--- config.mk ---
export PLATFORM = sky130hd
export DESIGN_NAME = first_fit_free_slot_search
export DESIGN_NICKNAME = d
export VERILOG_FILES = /design/src/rtl/core/ffs_pkg.sv /design/src/rtl/core/first_fit_free_slot_search.sv /design/src/rtl/core/ffs_cell.sv /design/src/rtl/core/ffs_search.sv
export VERILOG_INCLUDE_DIRS = /design/src /design/src/rtl/core
export SDC_FILE = /design/constraint.sdc
export NUM_CORES = 2
export LEC_CHECK = 0
export BUFFER_PORTS_ARGS = -buffer_cell sky130_fd_sc_hd__buf_4
export CAP_MARGIN = 40
export CORE_MARGIN = 3
export CORE_UTILIZATION = 29
export CTS_CLUSTER_DIAMETER = 200
export DETAILED_ROUTE_END_ITERATION = 10
export HOLD_SLACK_MARGIN = 0.06
export SYNTH_ARGS = -nofsm -noshare
export SYNTH_HDL_FRONTEND = slang
export SYNTH_SLANG_ARGS = --single-unit
--- constraint.sdc ---
create_clock -name clk -period 8.25 [get_ports clk]
set_input_delay 0.825 -clock clk [delete_from_list [all_inputs] [get_ports clk]]
set_output_delay 0.825 -clock clk [all_outputs]
set_load 0.01 [all_outputs]
--- src/rtl/core/assert_macros.svh ---
// Assertion macros shared by the RTL of the free slot search.
// No dependencies; the bodies are empty when SYNTH is defined.
`ifndef ASSERT_MACROS_SVH
`define ASSERT_MACROS_SVH
`ifndef SYNTH
// Property must hold at every clock edge outside reset.
`define ASSERT_AT(lbl, clk, rst_n, prop, msg) \
  lbl: assert property (@(posedge clk) disable iff (!rst_n) prop) \
    else $error(msg);
// Condition must never be true at a clock edge outside reset.
`define ASSERT_NEVER(lbl, clk, rst_n, cond, msg) \
  lbl: assert property (@(posedge clk) disable iff (!rst_n) !(cond)) \
    else $error(msg);
`else
`define ASSERT_AT(lbl, clk, rst_n, prop, msg)
`define ASSERT_NEVER(lbl, clk, rst_n, cond, msg)
`endif
`endif

--- src/rtl/core/ffs_pkg.sv ---
// Types and constants of the free slot search.
// No dependencies; used by every module of the block.
package ffs_pkg;

  localparam int MAX_INTERVALS = 32;
  localparam int TIME_W        = 10;
  localparam int END_W         = TIME_W + 1;
  localparam int SUM_W         = TIME_W + 2;

  localparam logic [TIME_W-1:0] DEFAULT_HORIZON = TIME_W'(30);

  // Request kinds carried in in_tuser.
  localparam logic OP_ADD    = 1'b0;
  localparam logic OP_FINISH = 1'b1;

  // Configuration register indexes.
  typedef enum logic {
    REG_REQUIRED_LENGTH = 1'b0,
    REG_HORIZON         = 1'b1
  } reg_idx_t;

  // One busy interval held in a cell.
  typedef struct packed {
    logic [TIME_W-1:0] length;
    logic [TIME_W-1:0] start;
  } entry_t;

  // What every cell of the chain does in a cycle.
  typedef enum logic [1:0] {
    CELL_HOLD,
    CELL_INSERT,
    CELL_SHIFT,
    CELL_CLEAR
  } cell_cmd_t;

  // Search sequencer states.
  typedef enum logic [1:0] {
    ST_IDLE,
    ST_SEARCH,
    ST_DONE
  } srch_state_t;

  // Control from the search sequencer to the chain and top level.
  typedef struct packed {
    cell_cmd_t cmd;
    logic      commit;
  } srch_ctrl_t;

endpackage

--- src/rtl/core/first_fit_free_slot_search.sv ---
// First-fit free slot search. Add requests (in_tuser = 0) are taken one per
// cycle while no search runs: every cell of a 32-entry chain compares its
// start with the new one and either keeps its interval, takes its left
// neighbor's, or takes the new one, so the chain stays sorted with equal
// starts in arrival order. A full chain drops the interval and raises
// overflow for the next result. A finish request (in_tuser = 1) starts a
// walk that shifts the chain one entry per cycle toward cell 0, where the
// gap to the previous end is checked; the result then waits for the output
// register, and no request is accepted during the walk or that wait. The
// finish request clears the chain and the overflow flag.
// Depends on ffs_pkg, ffs_cell, ffs_search and assert_macros.svh.
`include "assert_macros.svh"
module first_fit_free_slot_search
  import ffs_pkg::*;
(
  input  logic        clk,
  input  logic        rst_n,
  // Interval and finish requests.
  input  logic        in_tvalid,
  output logic        in_tready,
  input  logic [23:0] in_tdata,   // [9:0] interval_start, [19:10] interval_length
  input  logic        in_tuser,   // [0] op
  // Search results.
  output logic        out_tvalid,
  input  logic        out_tready,
  output logic [15:0] out_tdata,  // [10:0] slot_start, [11] overflow
  output logic        out_tuser,  // [0] found
  // Configuration writes.
  input  logic        cfg_valid,
  output logic        cfg_ready,
  input  logic        cfg_index,
  input  logic [9:0]  cfg_data
);

  logic [TIME_W-1:0] need_r, need_nxt;
  logic [TIME_W-1:0] horizon_r, horizon_nxt;
  logic              dropped_r, dropped_nxt;

  entry_t               new_entry;
  entry_t               cell_entry [MAX_INTERVALS];
  logic [MAX_INTERVALS-1:0] cell_valid;
  logic [MAX_INTERVALS-1:0] cell_gt;
  logic                 in_acc;
  logic                 add_acc;
  logic                 full;
  logic                 busy;
  cell_cmd_t            cell_cmd;
  srch_ctrl_t           ctrl;
  logic                 res_found;
  logic [END_W-1:0]     res_slot;
  logic                 res_ovf;

  assign new_entry = '{length: in_tdata[19:10], start: in_tdata[9:0]};
  assign in_acc    = in_tvalid && in_tready;
  assign add_acc   = in_acc && (in_tuser == OP_ADD);
  assign full      = cell_valid[MAX_INTERVALS-1];
  assign in_tready = !busy;
  assign cfg_ready = 1'b1;

  // Inserts come from the input; everything else from the sequencer.
  assign cell_cmd = (add_acc && !full) ? CELL_INSERT : ctrl.cmd;

  // Configuration registers.
  always_comb begin
    need_nxt    = need_r;
    horizon_nxt = horizon_r;
    if (cfg_valid) begin
      unique case (reg_idx_t'(cfg_index))
        REG_REQUIRED_LENGTH: need_nxt    = cfg_data;
        REG_HORIZON:         horizon_nxt = cfg_data;
        default: begin
        end
      endcase
    end
  end

  // Overflow flag: set by an add to a full chain, cleared by the result.
  always_comb begin
    dropped_nxt = dropped_r;
    if (ctrl.commit) begin
      dropped_nxt = 1'b0;
    end else if (add_acc && full) begin
      dropped_nxt = 1'b1;
    end
  end

  always_ff @(posedge clk) begin
    if (!rst_n) begin
      need_r    <= '0;
      horizon_r <= DEFAULT_HORIZON;
      dropped_r <= 1'b0;
    end else begin
      need_r    <= need_nxt;
      horizon_r <= horizon_nxt;
      dropped_r <= dropped_nxt;
    end
  end

  // The cell chain.
  for (genvar i = 0; i < MAX_INTERVALS; i++) begin : g_cell
    entry_t left_e, right_e;
    logic   left_g, left_v, right_v;

    if (i == 0) begin : g_first
      assign left_e = '0;
      assign left_g = 1'b0;
      assign left_v = 1'b1;
    end else begin : g_mid_l
      assign left_e = cell_entry[i-1];
      assign left_g = cell_gt[i-1];
      assign left_v = cell_valid[i-1];
    end

    if (i == MAX_INTERVALS - 1) begin : g_last
      assign right_e = '0;
      assign right_v = 1'b0;
    end else begin : g_mid_r
      assign right_e = cell_entry[i+1];
      assign right_v = cell_valid[i+1];
    end

    ffs_cell u_cell (
      .clk         (clk),
      .rst_n       (rst_n),
      .cmd         (cell_cmd),
      .new_entry   (new_entry),
      .left_entry  (left_e),
      .left_gt     (left_g),
      .left_valid  (left_v),
      .right_entry (right_e),
      .right_valid (right_v),
      .entry       (cell_entry[i]),
      .valid       (cell_valid[i]),
      .gt          (cell_gt[i])
    );
  end

  // Gap search at the head of the chain.
  ffs_search u_search (
    .clk          (clk),
    .rst_n        (rst_n),
    .start_search (in_acc && (in_tuser == OP_FINISH)),
    .head_entry   (cell_entry[0]),
    .head_valid   (cell_valid[0]),
    .need         (need_r),
    .horizon      (horizon_r),
    .dropped      (dropped_r),
    .out_tready   (out_tready),
    .busy         (busy),
    .ctrl         (ctrl),
    .out_tvalid   (out_tvalid),
    .out_found    (res_found),
    .out_slot     (res_slot),
    .out_overflow (res_ovf)
  );

  assign out_tdata = {4'b0000, res_ovf, res_slot};
  assign out_tuser = res_found;

  // Occupied cells always form an unbroken run from cell 0.
  `ASSERT_NEVER(a_valid_prefix, clk, rst_n, (cell_valid & (cell_valid + 1'b1)) != '0, "gap in occupied cells")
  // An add to a full chain raises the overflow flag.
  `ASSERT_AT(a_full_drops, clk, rst_n, (add_acc && full) |=> dropped_r, "dropped add not flagged")

endmodule

--- src/rtl/core/ffs_cell.sv ---
// One cell of the sorted interval chain.
// Depends on ffs_pkg for the entry and command types.
module ffs_cell
  import ffs_pkg::*;
(
  input  logic      clk,
  input  logic      rst_n,
  input  cell_cmd_t cmd,
  input  entry_t    new_entry,
  input  entry_t    left_entry,
  input  logic      left_gt,
  input  logic      left_valid,
  input  entry_t    right_entry,
  input  logic      right_valid,
  output entry_t    entry,
  output logic      valid,
  output logic      gt
);

  entry_t entry_r, entry_nxt;
  logic   valid_r, valid_nxt;
  logic   take_in;

  // This cell holds a later start than the interval being inserted.
  assign gt = valid_r && (entry_r.start > new_entry.start);

  // A cell moves on insert if it sorts after the new interval, or if it is
  // the first empty cell of the chain.
  assign take_in = gt || (!valid_r && left_valid);

  // Next contents of the cell.
  always_comb begin
    entry_nxt = entry_r;
    valid_nxt = valid_r;
    case (cmd)
      CELL_INSERT: begin
        if (take_in) begin
          entry_nxt = left_gt ? left_entry : new_entry;
          valid_nxt = 1'b1;
        end
      end
      CELL_SHIFT: begin
        entry_nxt = right_entry;
        valid_nxt = right_valid;
      end
      CELL_CLEAR: begin
        valid_nxt = 1'b0;
      end
      default: begin
      end
    endcase
  end

  always_ff @(posedge clk) begin
    if (!rst_n) begin
      valid_r <= 1'b0;
    end else begin
      valid_r <= valid_nxt;
    end
  end

  always_ff @(posedge clk) begin
    entry_r <= entry_nxt;
  end

  assign entry = entry_r;
  assign valid = valid_r;

endmodule

--- src/rtl/core/ffs_search.sv ---
// Search sequencer: walks the chain head, finds the first fitting gap and
// holds the result register. Depends on ffs_pkg and assert_macros.svh.
`include "assert_macros.svh"
module ffs_search
  import ffs_pkg::*;
(
  input  logic              clk,
  input  logic              rst_n,
  input  logic              start_search,
  input  entry_t            head_entry,
  input  logic              head_valid,
  input  logic [TIME_W-1:0] need,
  input  logic [TIME_W-1:0] horizon,
  input  logic              dropped,
  input  logic              out_tready,
  output logic              busy,
  output srch_ctrl_t        ctrl,
  output logic              out_tvalid,
  output logic              out_found,
  output logic [END_W-1:0]  out_slot,
  output logic              out_overflow
);

  srch_state_t      state_r, state_nxt;
  logic             first_r, first_nxt;
  logic [END_W-1:0] prev_end_r, prev_end_nxt;
  logic             res_found_r, res_found_nxt;
  logic [END_W-1:0] res_slot_r, res_slot_nxt;
  logic             out_valid_r, out_valid_nxt;
  logic             out_found_r, out_found_nxt;
  logic [END_W-1:0] out_slot_r, out_slot_nxt;
  logic             out_ovf_r, out_ovf_nxt;

  logic [SUM_W-1:0] thresh;
  logic [END_W-1:0] head_end;
  logic             head_fits;
  logic             tail_fits;
  logic             walk_done;
  logic             out_free;

  // A gap fits when the next start reaches the previous end plus the need.
  // The previous end is zero before the first entry, which covers the
  // check of the first start against the required length.
  assign thresh    = {1'b0, prev_end_r} + {2'b00, need};
  assign head_end  = {1'b0, head_entry.start} + {1'b0, head_entry.length};
  assign head_fits = head_valid && ({2'b00, head_entry.start} >= thresh);
  assign tail_fits = {2'b00, horizon} >= thresh;
  assign walk_done = head_fits || !head_valid;
  assign out_free  = !out_valid_r || out_tready;

  // Next state.
  always_comb begin
    state_nxt = state_r;
    unique case (state_r)
      ST_IDLE:   if (start_search) state_nxt = ST_SEARCH;
      ST_SEARCH: if (walk_done) state_nxt = ST_DONE;
      ST_DONE:   if (out_free) state_nxt = ST_IDLE;
      default:   state_nxt = ST_IDLE;
    endcase
  end

  // Chain control.
  always_comb begin
    ctrl = '{cmd: CELL_HOLD, commit: 1'b0};
    unique case (state_r)
      ST_SEARCH: if (!walk_done) ctrl.cmd = CELL_SHIFT;
      ST_DONE: begin
        if (out_free) begin
          ctrl.cmd    = CELL_CLEAR;
          ctrl.commit = 1'b1;
        end
      end
      default: begin
      end
    endcase
  end

  // Walk registers and the pending result.
  always_comb begin
    first_nxt     = first_r;
    prev_end_nxt  = prev_end_r;
    res_found_nxt = res_found_r;
    res_slot_nxt  = res_slot_r;
    if (start_search && state_r == ST_IDLE) begin
      first_nxt    = 1'b1;
      prev_end_nxt = '0;
    end else if (state_r == ST_SEARCH) begin
      if (walk_done) begin
        // An empty table always fits at zero; past the last entry the gap
        // runs up to the horizon.
        res_found_nxt = head_valid || first_r || tail_fits;
        res_slot_nxt  = (head_valid || first_r || tail_fits) ? prev_end_r : '0;
      end else begin
        first_nxt    = 1'b0;
        prev_end_nxt = head_end;
      end
    end
  end

  // Output register.
  always_comb begin
    out_valid_nxt = out_valid_r;
    out_found_nxt = out_found_r;
    out_slot_nxt  = out_slot_r;
    out_ovf_nxt   = out_ovf_r;
    if (ctrl.commit) begin
      out_valid_nxt = 1'b1;
      out_found_nxt = res_found_r;
      out_slot_nxt  = res_slot_r;
      out_ovf_nxt   = dropped;
    end else if (out_tready) begin
      out_valid_nxt = 1'b0;
    end
  end

  always_ff @(posedge clk) begin
    if (!rst_n) begin
      state_r     <= ST_IDLE;
      out_valid_r <= 1'b0;
    end else begin
      state_r     <= state_nxt;
      out_valid_r <= out_valid_nxt;
    end
  end

  always_ff @(posedge clk) begin
    first_r     <= first_nxt;
    prev_end_r  <= prev_end_nxt;
    res_found_r <= res_found_nxt;
    res_slot_r  <= res_slot_nxt;
    out_found_r <= out_found_nxt;
    out_slot_r  <= out_slot_nxt;
    out_ovf_r   <= out_ovf_nxt;
  end

  assign busy         = (state_r != ST_IDLE);
  assign out_tvalid   = out_valid_r;
  assign out_found    = out_found_r;
  assign out_slot     = out_slot_r;
  assign out_overflow = out_ovf_r;

  // A miss never reports a slot start.
  `ASSERT_NEVER(a_miss_slot_zero, clk, rst_n, out_valid_r && !out_found_r && (out_slot_r != '0), "miss with nonzero slot")
  // The chain only shifts while a real entry sits at its head.
  `ASSERT_AT(a_shift_needs_head, clk, rst_n, (ctrl.cmd == CELL_SHIFT) |-> (head_valid && state_r == ST_SEARCH), "shift without head entry")
  // A committed result shows up on the output and frees the sequencer.
  `ASSERT_AT(a_commit_shows, clk, rst_n, ctrl.commit |=> (out_valid_r && state_r == ST_IDLE), "commit did not reach output")

endmodule

==> flow_summary_export.csv <==
group,metric,value,unit
job,cap_violations,0,
synth,synthCells,4754,
synth,netlist_area,47500,um^2
layout,final_util,33.1,%
cts,cts_resized,0,
cts,numCtsBuffers,80,
route,drt_iter0_markers,4518,
timing,tightestPinTransition,966,ps
place,io_buffers,51,
power_and_ir_drop,p_leak,18.7,nW
route,drt-total-wl,163000,um
timing,rsz0062_at_grt,"false",
cts,hold_buffers,0,
route,drt-pass1-iter-count,6,
floorplanning,die_y,411,um
timing,setup_ws,1990,ps
route,drc,0,
worst_setup_path,worstSetupPathType,"reg -> reg",
timing,setup_viol,0,
floorplanning,pin_count,61,
floorplanning,die_area,169000,um^2
global_route,grt_first_pass_wirelength,242000,um
worst_setup_path,cp-end-kind,"flip-flop",
worst_setup_path,crit_chain,"ha_1, fa_1, a211o_1, a21oi_1, or2_2, nor2b_1, xor2_1, ha_1, a21o_1, a21oi_1, o31ai_1, o21bai_2, nand2_1, a211oi_1, ha_4, buf_16, buf_12, buf_4, nor3b_1, o21ai_0, nand3_1",
global_route,antenna_found_initial,1,
worst_setup_path,crit_arrival,6670,ps
timing,slew-limit-headroom,35.5,%
timing,fin_tns_setup,0,ps
route,avgViaCountPerCell,5.58,
synth,yosysSeqAreaShare,44.9,%
synth,synth_ff_type,"edfxtp_1",
floorplanning,start_util,29.4,%
timing,fin_crit_sh,75.9,%
cts,post_cts_buffers,0,
synth,netlist.area_leader.share,42.1,%
worst_hold_path,worst_hold_path_type,"in -> reg",
global_route,overflow,0,
synth,yosysMostFrequentCell,"edfxtp_1",
route,avgRoutedWirePerCell,23.8,um
run_status,outcome,"finished clean",
synth,synthTopCellsByCount,"edfxtp_1 (665), o21ai_0 (647), nand2_1 (559)",
place,dp_hpwl,110000,um
synth,ys_warn_count,0,
worst_setup_path,cp_top_family,"compound AO/OA/AOI/OAI gates",
cts,clk_latency,690,ps
route,antenna_left,0,
place,dp_slack,2020,ps
power_and_ir_drop,peakVddDrop,217,uV
cts,clock-sinks,733,
synth,ys_ff_latch,733,
worst_setup_path,worstPathMaxFanout,68,
floorplanning,num_rows,147,
synth,yosys-top-cells-area,"edfxtp_1 (42%), mux2i_1 (10%), ha_1 (9.6%), o21ai_0 (6.8%), nand2_1 (4.4%)",
synth,synth_edf_count,665,
power_and_ir_drop,total_power,0.0174,W
global_route,grtUsageTotal,18.7,%
floorplanning,coreArea,161000,um^2
worst_setup_path,max_stage_delay,650,ps
worst_setup_path,cp.required,8650,ps
global_route,grt_pass1_vias,36400,
floorplanning,die_w,411,um
power_and_ir_drop,p_per_area,326,nW/um^2
cts,cts_buffer_depth,3,
worst_setup_path,cp_slowest_cell,"a211oi_1",
layout,nets,5032,
timing,fmax,0.160,GHz
worst_setup_path,path_buf_inv,3,
cts,h-tree-depth,3,
timing,timing.hold.ws,364,ps
timing,slew_violations,0,
layout,nFillCells,16400,
synth,synth_top_cell_by_area,"edfxtp_1",
timing,timing.final.crit_period,6260,ps
synth,syn_avg_cell_area,9.98,um^2
cts,cts_tree,"yes",
synth,ys_types,71,
timing,skew,37.5,ps
layout,area_growth,12.6,%
cts,clkTransAtPathRegs,60,ps
synth,async_flop_share,0,%
layout,drive_gt1_share,8.96,%
timing,finalHoldViolations,0,
place,place_congestion,0.883,
cts,root_buffer,"clkbuf_16",
global_route,grt_start_max_net_pins,111,
route,num_vias,38200,
worst_setup_path,start_kind,"flip-flop",
[worst register-to-register path: stages, from the launching register on]
cell      delay [ps]
dfxtp_1          350
ha_1             230
fa_1             450
a211o_1          370
a21oi_1          230
or2_2            170
nor2b_1          150
xor2_1           240
ha_1             290
a21o_1           180
a21oi_1          130
o31ai_1           90
o21bai_2         230
nand2_1          480
a211oi_1         650
ha_4             320
buf_16           330
buf_12           360
buf_4            430
nor3b_1           90
o21ai_0          110
nand3_1          110
[metrics by stage]
step / area, um^2 / cells
2_1_floorplan: 47500 / 4757
3_3_place_gp: 50300 / 6678
3_5_place_dp: 50700 / 6700
4_1_cts: 53400 / 6848
5_1_grt: 53500 / 6849
6_report: 53500 / 6850
[layout make-up]
class                           instances  area [um^2]  area share, %
Antenna cell                            1         2.50        0.00468
Multi-Input combinational cell       3504        24600           46.0
Timing Repair Buffer                  181         1670           3.12
Inverter                              123          462          0.864
Clock buffer                          110         2250           4.21
Tap cell                             2160         2700           5.06
Clock inverter                         38          478          0.894
Sequential cell                       733        21300           39.9
[power breakdown]
| group | total, W | internal, W | switching, W |
|---|---|---|---|
| sequential | 0.00713 | 0.00600 | 0.00113 |
| clock | 0.00383 | 0.00220 | 0.00162 |
| combinational | 0.00645 | 0.00232 | 0.00413 |
| total | 0.0174 | 0.0105 | 0.00688 |
[cell families (layout without fill, tap and decap cells)]
family / count (synthesis) / after routing / share of synthesized area [%]
AOI/OAI and AO/OA: 1291 / 1291 / 16.7
xor gates and xnor gates: 13 / 13 / 0.240
adders and majority gates: 368 / 368 / 9.73
buffers and inverters: 520 / 452 / 4.34
DFF: 733 / 733 / 44.9
muxes: 473 / 473 / 9.98
other: 2 / 6 / 0.0158
and+or+nand+nor: 1354 / 1354 / 14.0
[routing by layer]
| metal | vias to the layer above | track usage [%] | wire length [um] |
|---|---|---|---|
| met5 | - | 0 | 0 |
| met4 | 0 | 7.62 | 6910 |
| met3 | 288 | 2.97 | 14100 |
| met2 | 1794 | 28.8 | 71600 |
| met1 | 18700 | 26.3 | 70600 |
| li1 | 17500 | - | - |
[worst paths after layout]
kind,to,cells past startpoint,startpoint,slack [ps]
worst max-delay path,g_cell[2].u_cell.entry[9]$_DFFE_PP_,21,u_search.prev_end_r[0]$_SDFFE_PP0P_,1990
worst min-delay path,horizon_r[1]$_SDFFE_PN1P_,3,cfg_data[1],360
worst max register to register,g_cell[2].u_cell.entry[9]$_DFFE_PP_,21,u_search.prev_end_r[0]$_SDFFE_PP0P_,1990
worst min register to register,u_search.out_slot[5]$_DFFE_PP_,0,u_search.res_slot_r[5]$_SDFFCE_PN0P_,420
[cells in the final DEF (no fill, tap or decap), types with 26 or more instances in the layout]
cell,netlist,layout
a21oi_1,133,132
nand4_1,39,39
nand2b_1,26,26
nor3b_1,155,155
buf_4,8,157
mux2i_1,473,473
inv_1,122,113
nand2_1,559,559
a31oi_2,0,29
o21a_1,32,32
o21ai_0,647,647
nand3_1,352,352
edfxtp_1,665,665
a22oi_1,160,160
and3_1,38,38
nor2_1,78,69
clkbuf_16,0,83
nor2b_1,45,33
ha_1,366,363
dfxtp_1,68,68
a21o_1,117,117
[sequential cells by signal, summed over array words and instances (netlist names), 2 cells and up]
signal               cells
horizon_r               10
g_cell.u_cell.entry    640
u_search.res_slot_r     11
u_search.state_r         2
need_r                  10
g_cell.u_cell.valid     32
u_search.out_slot       11
u_search.prev_end_r     11
No activity file was read; power rests on OpenSTA's default activity.
